[src/vwtf_pkg.sv]
package vwtf_pkg;

  localparam int VOLUME_W      = 32;
  localparam int FLOOR_W       = 32;
  localparam int RATIO_W       = 16;
  localparam int PERIOD_W      = 7;
  localparam int CFG_ADDR_W    = 2;
  localparam int CFG_DATA_W    = 32;
  localparam int OUT_DATA_W    = 8;

  localparam int DEF_MAX_PERIOD  = 64;
  localparam int DEF_VOLUME_BITS = 32;

  localparam logic [RATIO_W-1:0]  RATIO_RESET  = RATIO_W'(256);
  localparam logic [PERIOD_W-1:0] PERIOD_RESET = PERIOD_W'(1);

  localparam logic [CFG_ADDR_W-1:0] CFG_VOL_FLOOR  = 2'd0;
  localparam logic [CFG_ADDR_W-1:0] CFG_RATIO      = 2'd1;
  localparam logic [CFG_ADDR_W-1:0] CFG_WINDOW_LEN = 2'd2;

  // per-item verdict flags carried down the pipe
  typedef struct packed {
    logic abs_ok;     // absolute check result
    logic force_rel;  // relative check passes regardless (warming up or no history)
    logic warm;       // history shorter than the period after this bar
  } vwtf_flags_t;

endpackage

[src/vwtf_ring.sv]
module vwtf_ring #(
  parameter int DEPTH  = vwtf_pkg::DEF_MAX_PERIOD,
  parameter int DATA_W = vwtf_pkg::VOLUME_W,
  parameter int ADDR_W = 6
) (
  input  logic              clk,
  input  logic              rst_n,
  input  logic              wr_en,
  input  logic [ADDR_W-1:0] wr_addr,
  input  logic [DATA_W-1:0] wr_data,
  input  logic              rd_en,
  input  logic [ADDR_W-1:0] rd_addr,
  output logic [DATA_W-1:0] rd_data
);
  import vwtf_pkg::*;

  logic [DATA_W-1:0] mem [DEPTH];
  logic [DATA_W-1:0] mem_q_r;
  logic [DATA_W-1:0] fwd_data_r;
  logic              fwd_r;

  always_ff @(posedge clk) begin
    if (wr_en) begin
      mem[wr_addr] <= wr_data;
    end
    if (rd_en) begin
      mem_q_r    <= mem[rd_addr];
      fwd_data_r <= wr_data;
    end
  end

  // same-cycle write to the entry being read: take the new value
  always_ff @(posedge clk) begin
    if (!rst_n) begin
      fwd_r <= 1'b0;
    end else if (rd_en) begin
      fwd_r <= wr_en && (wr_addr == rd_addr);
    end
  end

  assign rd_data = fwd_r ? fwd_data_r : mem_q_r;

endmodule

[src/vwtf_cmp.sv]
module vwtf_cmp #(
  parameter int VOL_W = vwtf_pkg::VOLUME_W,
  parameter int CNT_W = 7,
  parameter int SUM_W = 39
) (
  input  logic                          clk,
  input  logic                          rst_n,
  input  logic                          s_valid,
  output logic                          s_ready,
  input  logic [VOL_W-1:0]              s_vol,
  input  logic [CNT_W-1:0]              s_period,
  input  vwtf_pkg::vwtf_flags_t         s_flags,
  input  logic [SUM_W-1:0]              window_sum,
  input  logic [vwtf_pkg::RATIO_W-1:0]  ratio_q,
  output logic                          out_tvalid,
  input  logic                          out_tready,
  output logic [vwtf_pkg::OUT_DATA_W-1:0] out_tdata
);
  import vwtf_pkg::*;

  localparam int RHS_W = SUM_W + RATIO_W;

  logic              s2_v_r;
  logic [VOL_W-1:0]  s2_vol_r;
  logic [CNT_W-1:0]  s2_p_r;
  vwtf_flags_t       s2_flags_r;

  logic              s3_v_r;
  logic [SUM_W-1:0]  s3_lhs_r;
  logic [RHS_W-1:0]  s3_rhs_r;
  logic              s3_force_r;
  vwtf_flags_t       s3_flags_r;

  logic              out_v_r;
  logic              out_abs_r;
  logic              out_rel_r;
  logic              out_warm_r;

  logic              en_out;
  logic              en3;
  logic              en2;
  logic [SUM_W-1:0]  lhs;
  logic [RHS_W-1:0]  rhs;
  logic              rel_ok;

  assign en_out  = !out_v_r || out_tready;
  assign en3     = !s3_v_r || en_out;
  assign en2     = !s2_v_r || en3;
  assign s_ready = en2;

  // window_sum already includes the bar held in this stage
  assign lhs = SUM_W'(s2_vol_r) * SUM_W'(s2_p_r);
  assign rhs = RHS_W'(ratio_q) * RHS_W'(window_sum);

  // volume*period*256 >= ratio*sum
  assign rel_ok = s3_force_r || (RHS_W'({s3_lhs_r, 8'h00}) >= s3_rhs_r);

  always_ff @(posedge clk) begin
    if (!rst_n) begin
      s2_v_r  <= 1'b0;
      s3_v_r  <= 1'b0;
      out_v_r <= 1'b0;
    end else begin
      if (en2) s2_v_r <= s_valid;
      if (en3) s3_v_r <= s2_v_r;
      if (en_out) out_v_r <= s3_v_r;
    end
  end

  always_ff @(posedge clk) begin
    if (en2) begin
      s2_vol_r   <= s_vol;
      s2_p_r     <= s_period;
      s2_flags_r <= s_flags;
    end
    if (en3) begin
      s3_lhs_r   <= lhs;
      s3_rhs_r   <= rhs;
      s3_force_r <= s2_flags_r.force_rel || (window_sum == '0);
      s3_flags_r <= s2_flags_r;
    end
    if (en_out) begin
      out_abs_r  <= s3_flags_r.abs_ok;
      out_rel_r  <= rel_ok;
      out_warm_r <= s3_flags_r.warm;
    end
  end

  assign out_tvalid = out_v_r;
  assign out_tdata  = {4'h0, out_warm_r, out_abs_r & out_rel_r, out_rel_r, out_abs_r};

`ifndef SYNTHESIS
  a_warm_passes_rel: assert property (@(posedge clk) disable iff (!rst_n)
    (out_v_r && out_warm_r) |-> out_rel_r)
    else $error("warming-up result failed the relative check");
`endif

endmodule

[src/volume_window_threshold_filter.sv]
// Bar volume filter with an absolute floor and a moving-average ratio check.
//
// in_*  : one transaction per bar, in_tdata[31:0] = tick volume (unsigned).
// out_* : one transaction per bar, in input order:
//         bit 0 absolute pass, bit 1 relative pass, bit 2 both, bit 3 warming up.
// cfg_* : register writes, index 0 volume floor, 1 ratio (Q8.8),
//         2 window length. Writing the window length empties the window.
//         Write only while no transaction is in flight.
//
// A result passes registers s1, s2, s3 and the output register.
// Throughput: one bar per cycle while out_tready holds. The window sum is
// updated with one read and one write of the history RAM per bar; a
// back-to-back hit on the same entry is forwarded round the RAM.
// Reset: registers return to floor 0, ratio 1.0, length 1; the window is empty.
// The history RAM is not cleared; a fill count tracks valid entries.
// Back-pressure: each stage holds while the one after it is full and stalled,
// so in_tready drops only once the output and all stages are occupied.
module volume_window_threshold_filter #(
  parameter int MAX_PERIOD  = vwtf_pkg::DEF_MAX_PERIOD,
  parameter int VOLUME_BITS = vwtf_pkg::DEF_VOLUME_BITS
) (
  input  logic                              clk,
  input  logic                              rst_n,
  input  logic                              in_tvalid,
  output logic                              in_tready,
  input  logic [vwtf_pkg::VOLUME_W-1:0]     in_tdata,   // [31:0] bar volume
  output logic                              out_tvalid,
  input  logic                              out_tready,
  output logic [vwtf_pkg::OUT_DATA_W-1:0]   out_tdata,  // [0] pass_absolute,
                                                        // [1] pass_relative,
                                                        // [2] pass_both,
                                                        // [3] warming_up
  input  logic                              cfg_wr_en,
  input  logic [vwtf_pkg::CFG_ADDR_W-1:0]   cfg_addr,
  input  logic [vwtf_pkg::CFG_DATA_W-1:0]   cfg_wr_data
);
  import vwtf_pkg::*;

  localparam int VOL_W  = (VOLUME_BITS < VOLUME_W) ? VOLUME_BITS : VOLUME_W;
  localparam int CNT_W  = $clog2(MAX_PERIOD + 1);
  localparam int ADDR_W = (MAX_PERIOD > 1) ? $clog2(MAX_PERIOD) : 1;
  localparam int SUM_W  = VOL_W + CNT_W;

  logic [FLOOR_W-1:0]  vol_floor_r;
  logic [RATIO_W-1:0]  ratio_r;
  logic [PERIOD_W-1:0] window_len_r;

  logic [CNT_W-1:0]  fill_r;
  logic [CNT_W-1:0]  fill_nxt;
  logic [ADDR_W-1:0] wp_r;
  logic [ADDR_W-1:0] wp_nxt;
  logic [SUM_W-1:0]  sum_r;
  logic [SUM_W-1:0]  sum_nxt;

  logic              s1_v_r;
  logic [VOL_W-1:0]  s1_vol_r;
  logic [ADDR_W-1:0] s1_addr_r;
  logic              s1_upd_r;
  logic              s1_sub_r;
  logic [CNT_W-1:0]  s1_p_r;
  vwtf_flags_t       s1_flags_r;

  logic [CNT_W-1:0]  eff_p;
  logic [VOL_W-1:0]  vol;
  logic              in_fire;
  logic              en0;
  logic              en1;
  logic              upd0;
  logic              sub0;
  logic              warm0;
  logic              abs0;
  logic              clr_hist;
  logic              ring_wr;
  logic [VOL_W-1:0]  ring_old;
  vwtf_flags_t       flags0;

  assign eff_p = (32'(window_len_r) > 32'(MAX_PERIOD)) ? CNT_W'(MAX_PERIOD)
                                                      : CNT_W'(window_len_r);
  assign vol      = in_tdata[VOL_W-1:0];
  assign en0      = !s1_v_r || en1;
  assign in_tready = en0;
  assign in_fire  = in_tvalid && en0;
  assign clr_hist = cfg_wr_en && (cfg_addr == CFG_WINDOW_LEN);

  // front stage: pointer and fill count move on acceptance
  always_comb begin
    upd0     = (eff_p != '0);
    sub0     = (fill_r >= eff_p);
    fill_nxt = sub0 ? fill_r : fill_r + CNT_W'(1);
    wp_nxt   = ((CNT_W + 1)'(wp_r) + (CNT_W + 1)'(1) >= (CNT_W + 1)'(eff_p))
               ? '0 : wp_r + ADDR_W'(1);
    warm0    = upd0 && (fill_nxt < eff_p);
    abs0     = (vol_floor_r == '0) || (FLOOR_W'(vol) >= vol_floor_r);
    flags0.abs_ok    = abs0;
    flags0.force_rel = !upd0 || warm0;
    flags0.warm      = warm0;
  end

  always_ff @(posedge clk) begin
    if (!rst_n) begin
      vol_floor_r  <= '0;
      ratio_r      <= RATIO_RESET;
      window_len_r <= PERIOD_RESET;
    end else if (cfg_wr_en) begin
      unique case (cfg_addr)
        CFG_VOL_FLOOR:  vol_floor_r  <= cfg_wr_data[FLOOR_W-1:0];
        CFG_RATIO:      ratio_r      <= cfg_wr_data[RATIO_W-1:0];
        CFG_WINDOW_LEN: window_len_r <= cfg_wr_data[PERIOD_W-1:0];
        default: ;
      endcase
    end
  end

  always_ff @(posedge clk) begin
    if (!rst_n || clr_hist) begin
      fill_r <= '0;
      wp_r   <= '0;
    end else if (in_fire && upd0) begin
      fill_r <= fill_nxt;
      wp_r   <= wp_nxt;
    end
  end

  always_ff @(posedge clk) begin
    if (!rst_n) begin
      s1_v_r <= 1'b0;
    end else if (en0) begin
      s1_v_r <= in_tvalid;
    end
  end

  always_ff @(posedge clk) begin
    if (en0) begin
      s1_vol_r   <= vol;
      s1_addr_r  <= wp_r;
      s1_upd_r   <= upd0;
      s1_sub_r   <= sub0;
      s1_p_r     <= eff_p;
      s1_flags_r <= flags0;
    end
  end

  // second stage: drop the oldest bar once the window is full, add the new one
  assign ring_wr = s1_v_r && en1 && s1_upd_r;
  assign sum_nxt = sum_r - (s1_sub_r ? SUM_W'(ring_old) : '0) + SUM_W'(s1_vol_r);

  always_ff @(posedge clk) begin
    if (!rst_n || clr_hist) begin
      sum_r <= '0;
    end else if (ring_wr) begin
      sum_r <= sum_nxt;
    end
  end

  vwtf_ring #(
    .DEPTH  (MAX_PERIOD),
    .DATA_W (VOL_W),
    .ADDR_W (ADDR_W)
  ) u_ring (
    .clk     (clk),
    .rst_n   (rst_n),
    .wr_en   (ring_wr),
    .wr_addr (s1_addr_r),
    .wr_data (s1_vol_r),
    .rd_en   (en0),
    .rd_addr (wp_r),
    .rd_data (ring_old)
  );

  vwtf_cmp #(
    .VOL_W (VOL_W),
    .CNT_W (CNT_W),
    .SUM_W (SUM_W)
  ) u_cmp (
    .clk        (clk),
    .rst_n      (rst_n),
    .s_valid    (s1_v_r),
    .s_ready    (en1),
    .s_vol      (s1_vol_r),
    .s_period   (s1_p_r),
    .s_flags    (s1_flags_r),
    .window_sum (sum_r),
    .ratio_q    (ratio_r),
    .out_tvalid (out_tvalid),
    .out_tready (out_tready),
    .out_tdata  (out_tdata)
  );

`ifndef SYNTHESIS
  a_fill_in_range: assert property (@(posedge clk) disable iff (!rst_n)
    fill_r <= eff_p)
    else $error("fill count beyond window length");

  a_wp_in_range: assert property (@(posedge clk) disable iff (!rst_n)
    (eff_p == '0) ? (wp_r == '0) : (CNT_W'(wp_r) < eff_p))
    else $error("write pointer outside window");

  a_empty_sum: assert property (@(posedge clk) disable iff (!rst_n)
    (fill_r == '0) |-> (sum_r == '0))
    else $error("window sum non-zero with empty history");
`endif

endmodule

[config.mk]
export PLATFORM = sky130hd
export DESIGN_NAME = volume_window_threshold_filter
export DESIGN_NICKNAME = d
export VERILOG_FILES = /design/src/vwtf_pkg.sv /design/src/vwtf_ring.sv /design/src/vwtf_cmp.sv /design/src/volume_window_threshold_filter.sv
export SDC_FILE = /design/constraint.sdc
export NUM_CORES = 2
export LEC_CHECK = 0
export BUFFER_PORTS_ARGS = -buffer_cell sky130_fd_sc_hd__buf_2
export CAP_MARGIN = 40
export CORE_AREA = 2 2 475 477
export DETAILED_ROUTE_END_ITERATION = 10
export DIE_AREA = 0 0 477 479
export HOLD_SLACK_MARGIN = 0.1
export PLACE_DENSITY = 0.75
export SLEW_MARGIN = 15
export SYNTH_ARGS = -nofsm -noshare
export SYNTH_HDL_FRONTEND = slang
export SYNTH_SLANG_ARGS = --single-unit
[constraint.sdc]
create_clock -name clk -period 6 [get_ports clk]
set_input_delay 1.2 -clock clk [delete_from_list [all_inputs] [get_ports clk]]
set_output_delay 1.2 -clock clk [all_outputs]
set_load 0.005 [all_outputs]
==> summary.md <==
| Metric | Value |
|---|---|
| Worst setup EP type | `flip-flop` |
| Failing checks | `negative setup slack` |
| FF+latch count, synth | `2416` |
| Clock skew | `0.102 ns` |
| Cell internal pwr | `between 30 and 40 mW` |
| CTS tree | `done` |
| Largest delay share family, worst path | `adder cells` |
| Global routing usage on met1 | `38.5%` |
| CP max stage cell | `fa_1` |
| Clk root buf | `clkbuf_16` |
| Share of cells above drive strength 1 | `between 20% and 30%` |
| Post-Layout Cell Count | `11500` |
| Dominant cells by area after synthesis | `edfxtp_1 (57%), mux4_2 (12%), fa_1 (11%)` |
| Clock slew at reported path FFs | `around 0.06 ns` |
| Hold Startpoint | `s1_p_r[6]$_DFFE_PN_` |
| Power per Cell Area | `309 nW/um^2` |
| Crit Path Category | `reg -> reg` |
| Ports | `81` |
| Post-DP Area | `130000 um^2` |
| CTS max path bufs | `3` |
| Async SR Flop Fraction | `0%` |
| H-tree levels | `4` |
| Initial antenna violation count | `26` |
| Synth cell count leaders | `edfxtp_1 (2304), inv_1 (934), nand2_1 (861)` |
| Clock latency on the worst-skew pair | `0.93 ns` |
| First-pass GRT wire length | `505 mm` |
| Multi-input logic area | `between 40000 and 50000 um^2` |
| DR iter-0 viols | `~8600` |
| Synth unique cells | `84` |
| CP arrival | `7.09 ns` |
| CP Data Required Time | `approximately 6.6 ns` |
| CTS Sinks | `2416` |
| Sequential cell area | `71500 um^2` |
| Status | `finished, violations left` |
| Pre-antenna DRT Iters | `6` |
| Tmin final | `6.45 ns` |
| Synth Flop Type | `edfxtp_1` |
| DRC violations left | `0` |
| Hold WS | `0.417 ns` |
| Hold Path Sink | `u_cmp.s2_p_r[6]$_DFFE_PP_` |
| Lkg Pwr | `50.5 nW` |
| Vias in the first global route | `74300` |
| Worst Setup SP | `ratio_r[1]$_SDFFE_PN0P_` |
| Tcrit/Tclk final | `108%` |
| CP max FO | `13` |
| Max-cap violation count | `0` |
| M3 GR Usage | `5.00%` |
| Area Overhead vs Synth | `14.6%` |
| IO buf count | `76` |
| Syn Area/Cell | `15.8 um^2` |
| Max stage delay on crit path | `around 0.54 ns` |
| Pin count of the biggest net entering global routing | `90` |
| Grt total ovfl | `0` |
| Total CTS buffers | `230` |
| CP most frequent cell | `fa_1` |
| R2R Setup Slk | `-0.45 ns` |
| RSZ-0062 raised after global routing | `yes` |
| Max_slew headroom | `38.7%` |
| Routability cong. | `approximately 0.96` |
| Initial core utilization | `54.6%` |
| Sequential share of power | `44.6%` |
| GRT Total Usage | `30.3%` |
| Cells after synthesis | `approximately 7700` |
| HP Class | `reg -> reg` |
| Critical path startpoint category | `flip-flop` |
| Total power | `43.2 mW` |
| Post-CTS Hold Buffers | `0` |
| Worst-Margin Slew | `0.919 ns` |
| Post-DR vias/cell | `6.25` |
| Busiest layer in global routing | `met2` |
| Crit path buf inv count | `6` |
| Fmax | `155 MHz` |
| Pre-CTS setup slack | `-0.680 ns` |
| Count leader, synth | `edfxtp_1` |
| Final ANT Viol Nets | `0` |
| Worst Reg-to-Reg Cells | `23` |
| Fin nets | `approximately 9300` |
| Register area share after synthesis | `about three fifths` |
| # fillers | `between 15000 and 20000` |
| WHS Path Cells | `0` |
| Std-Cell Rows | `between 150 and 200` |
| Fin worst setup slack | `-0.453 ns` |
| Switching Fraction | `28.2%` |
| Combinational share of power | `20.2%` |
| Yosys warns | `0` |
| Cell area after layout | `140000 um^2` |
| Vias post-DR | `71600` |
| Die Wd | `477 um` |
| Grt met2 use | `around half` |
| Fin. max-slew vios | `0` |
| Yosys top cell area share | `56.7%` |
| Chip Height | `479 um` |
| RR Endpoint | `u_cmp.s3_rhs_r[47]$_DFFE_PP_` |
| Avg WL per Cell | `~30 um` |
| Reg2reg start | `ratio_r[1]$_SDFFE_PN0P_` |
| DP Cell Count | `10900` |
| Post-synth EDFFs | `2304` |
| Maximum vdd drop | `306 uV` |
| Drt total wl | `347 mm` |
| Clock network power share | `between 30% and 40%` |
| Die Area | `228000 um^2` |
| Largest area contributor in the netlist | `edfxtp_1` |
| Core Region | `224000 um^2` |
| Psw | `around 12 mW` |
| Endpoints failing hold | `0` |
| Cell-by-cell trace of the critical path | `buf_12 -> buf_6 -> and2_1 -> fa_1 -> inv_2 -> fa_1 -> inv_1 -> ha_2 -> fa_1 -> inv_2 -> fa_1 -> inv_1 -> fa_1 -> ha_4 -> or4_1 -> o22a_2 -> a221o_2 -> a21oi_4 -> o31a_4 -> o21ai_2 -> a21o_1 -> and4_4 -> a2111oi_4` |
| Mapped Area | `122000 um^2` |
| Setup violators final | `31` |
| Detailed placement HPWL | `211 mm` |
-- power groups by stage --
stage          combinational [mW]  sequential [mW]  clock, mW
5_1_grt                      9.40             19.3       15.9
2_1_floorplan                5.30             19.5          0
4_1_cts                      8.52             19.2       15.3
3_5_place_dp                 8.23             19.6          0
3_3_place_gp                 8.09             19.6          0
6_report                     8.70             19.3       15.2
-- cells in the final DEF, fill, tap and decap left out, types with 43 or more instances in the layout --
| cell type | n |
|---|---|
| a21boi_0 | 53 |
| a21o_1 | 107 |
| a21oi_1 | 141 |
| and2_1 | 253 |
| buf_12 | 73 |
| buf_2 | 77 |
| buf_4 | 497 |
| clkbuf_16 | 235 |
| clkinv_2 | 49 |
| dfxtp_1 | 70 |
| edfxtp_1 | 2304 |
| fa_1 | 682 |
| ha_1 | 298 |
| inv_1 | 914 |
| mux4_2 | 672 |
| nand2_1 | 840 |
| nand3_1 | 47 |
| nand4_1 | 44 |
| nor2_1 | 79 |
| nor2_4 | 65 |
| nor2b_1 | 59 |
| o21ai_0 | 66 |
| xnor2_1 | 72 |
| xor2_1 | 43 |
-- worst max path at each step --
stage | endpoint | slack (ns) | depth (start not counted)
CTS | u_cmp.s3_rhs_r[47]$_DFFE_PP_ | -0.38 | 24
detailed placement | u_cmp.s3_rhs_r[48]$_DFFE_PP_ | -0.68 | 23
floorplan | u_cmp.s3_rhs_r[47]$_DFFE_PP_ | -0.16 | 26
global placement | u_cmp.s3_rhs_r[48]$_DFFE_PP_ | -0.75 | 23
finish | u_cmp.s3_rhs_r[47]$_DFFE_PP_ | -0.45 | 23
global route | u_cmp.s3_rhs_r[32]$_DFFE_PP_ | -0.57 | 30
-- cell families after synthesis --
kind of cell / count (synthesis) / share of synthesized area (%)
fa+ha+maj: 1016 / 14.7
compound gates: 561 / 3.07
other cells: 1 / 0.00307
mux: 715 / 12.8
flops: 2416 / 58.5
xor+xnor: 129 / 0.926
buf+inv: 1333 / 4.13
simple gates: 1559 / 5.90
-- layout make-up --
class	instances	area share, %
Sequential cell	2416	51.1
Multi-Input combinational cell	3984	33.6
Timing Repair Buffer	692	4.48
Clock buffer	277	4.29
Tap cell	2992	2.68
Inverter	934	2.51
Clock inverter	157	1.32
Antenna cell	9	0.0161
-- metrics by stage --
stage,util (%),setup TNS (ns)
floorplan,-,-0.459
global placement,58.2,-12.09
detailed placement,58.3,-13.15
CTS,62.2,-7.56
global route,62.5,-12.88
finish,62.5,-8.40
-- metal layers --
| metal | routed length [um] | vias up |
|---|---|---|
| met5 | 115 | - |
| met4 | 16400 | 16 |
| met3 | 30800 | 869 |
| met2 | 177000 | 4460 |
| met1 | 123000 | 37300 |
| li1 | - | 29000 |
-- sequential cells by signal, summed over array words and instances (netlist names), 2 cells and up --
| signal | count |
|---|---|
| u_cmp.s3_lhs_r | 39 |
| ratio_r | 16 |
| u_cmp.s2_flags_r | 3 |
| wp_r | 6 |
| window_len_r | 7 |
| u_cmp.s2_p_r | 7 |
| u_ring.fwd_data_r | 32 |
| u_cmp.s2_vol_r | 32 |
| s1_p_r | 7 |
| vol_floor_r | 32 |
| sum_r | 39 |
| u_ring.mem | 2048 |
| s1_flags_r | 3 |
| u_ring.mem_q_r | 32 |
| s1_vol_r | 32 |
| u_cmp.s3_rhs_r | 55 |
| fill_r | 7 |
| s1_addr_r | 6 |
| u_cmp.s3_flags_r | 2 |
-- worst reg2reg max path: stages, from the launching register on --
cell,delay (ns)
dfxtp_4,0.36
buf_12,0.15
buf_6,0.16
and2_1,0.15
fa_1,0.54
inv_2,0.04
fa_1,0.53
inv_1,0.05
ha_2,0.16
fa_1,0.50
inv_2,0.04
fa_1,0.53
inv_1,0.05
fa_1,0.48
ha_4,0.18
or4_1,0.52
o22a_2,0.23
a221o_2,0.42
a21oi_4,0.25
o31a_4,0.18
o21ai_2,0.05
a21o_1,0.23
and4_4,0.23
a2111oi_4,0.20
-- what timing repair did --
item                       in CTS  in global routing
pin swaps                      60                 64
cloned                          3                  4
buffers inserted               43                 28
setup endpoints to repair      37                 40
resized for setup             146                 82
(Power assumes the default switching activity.)
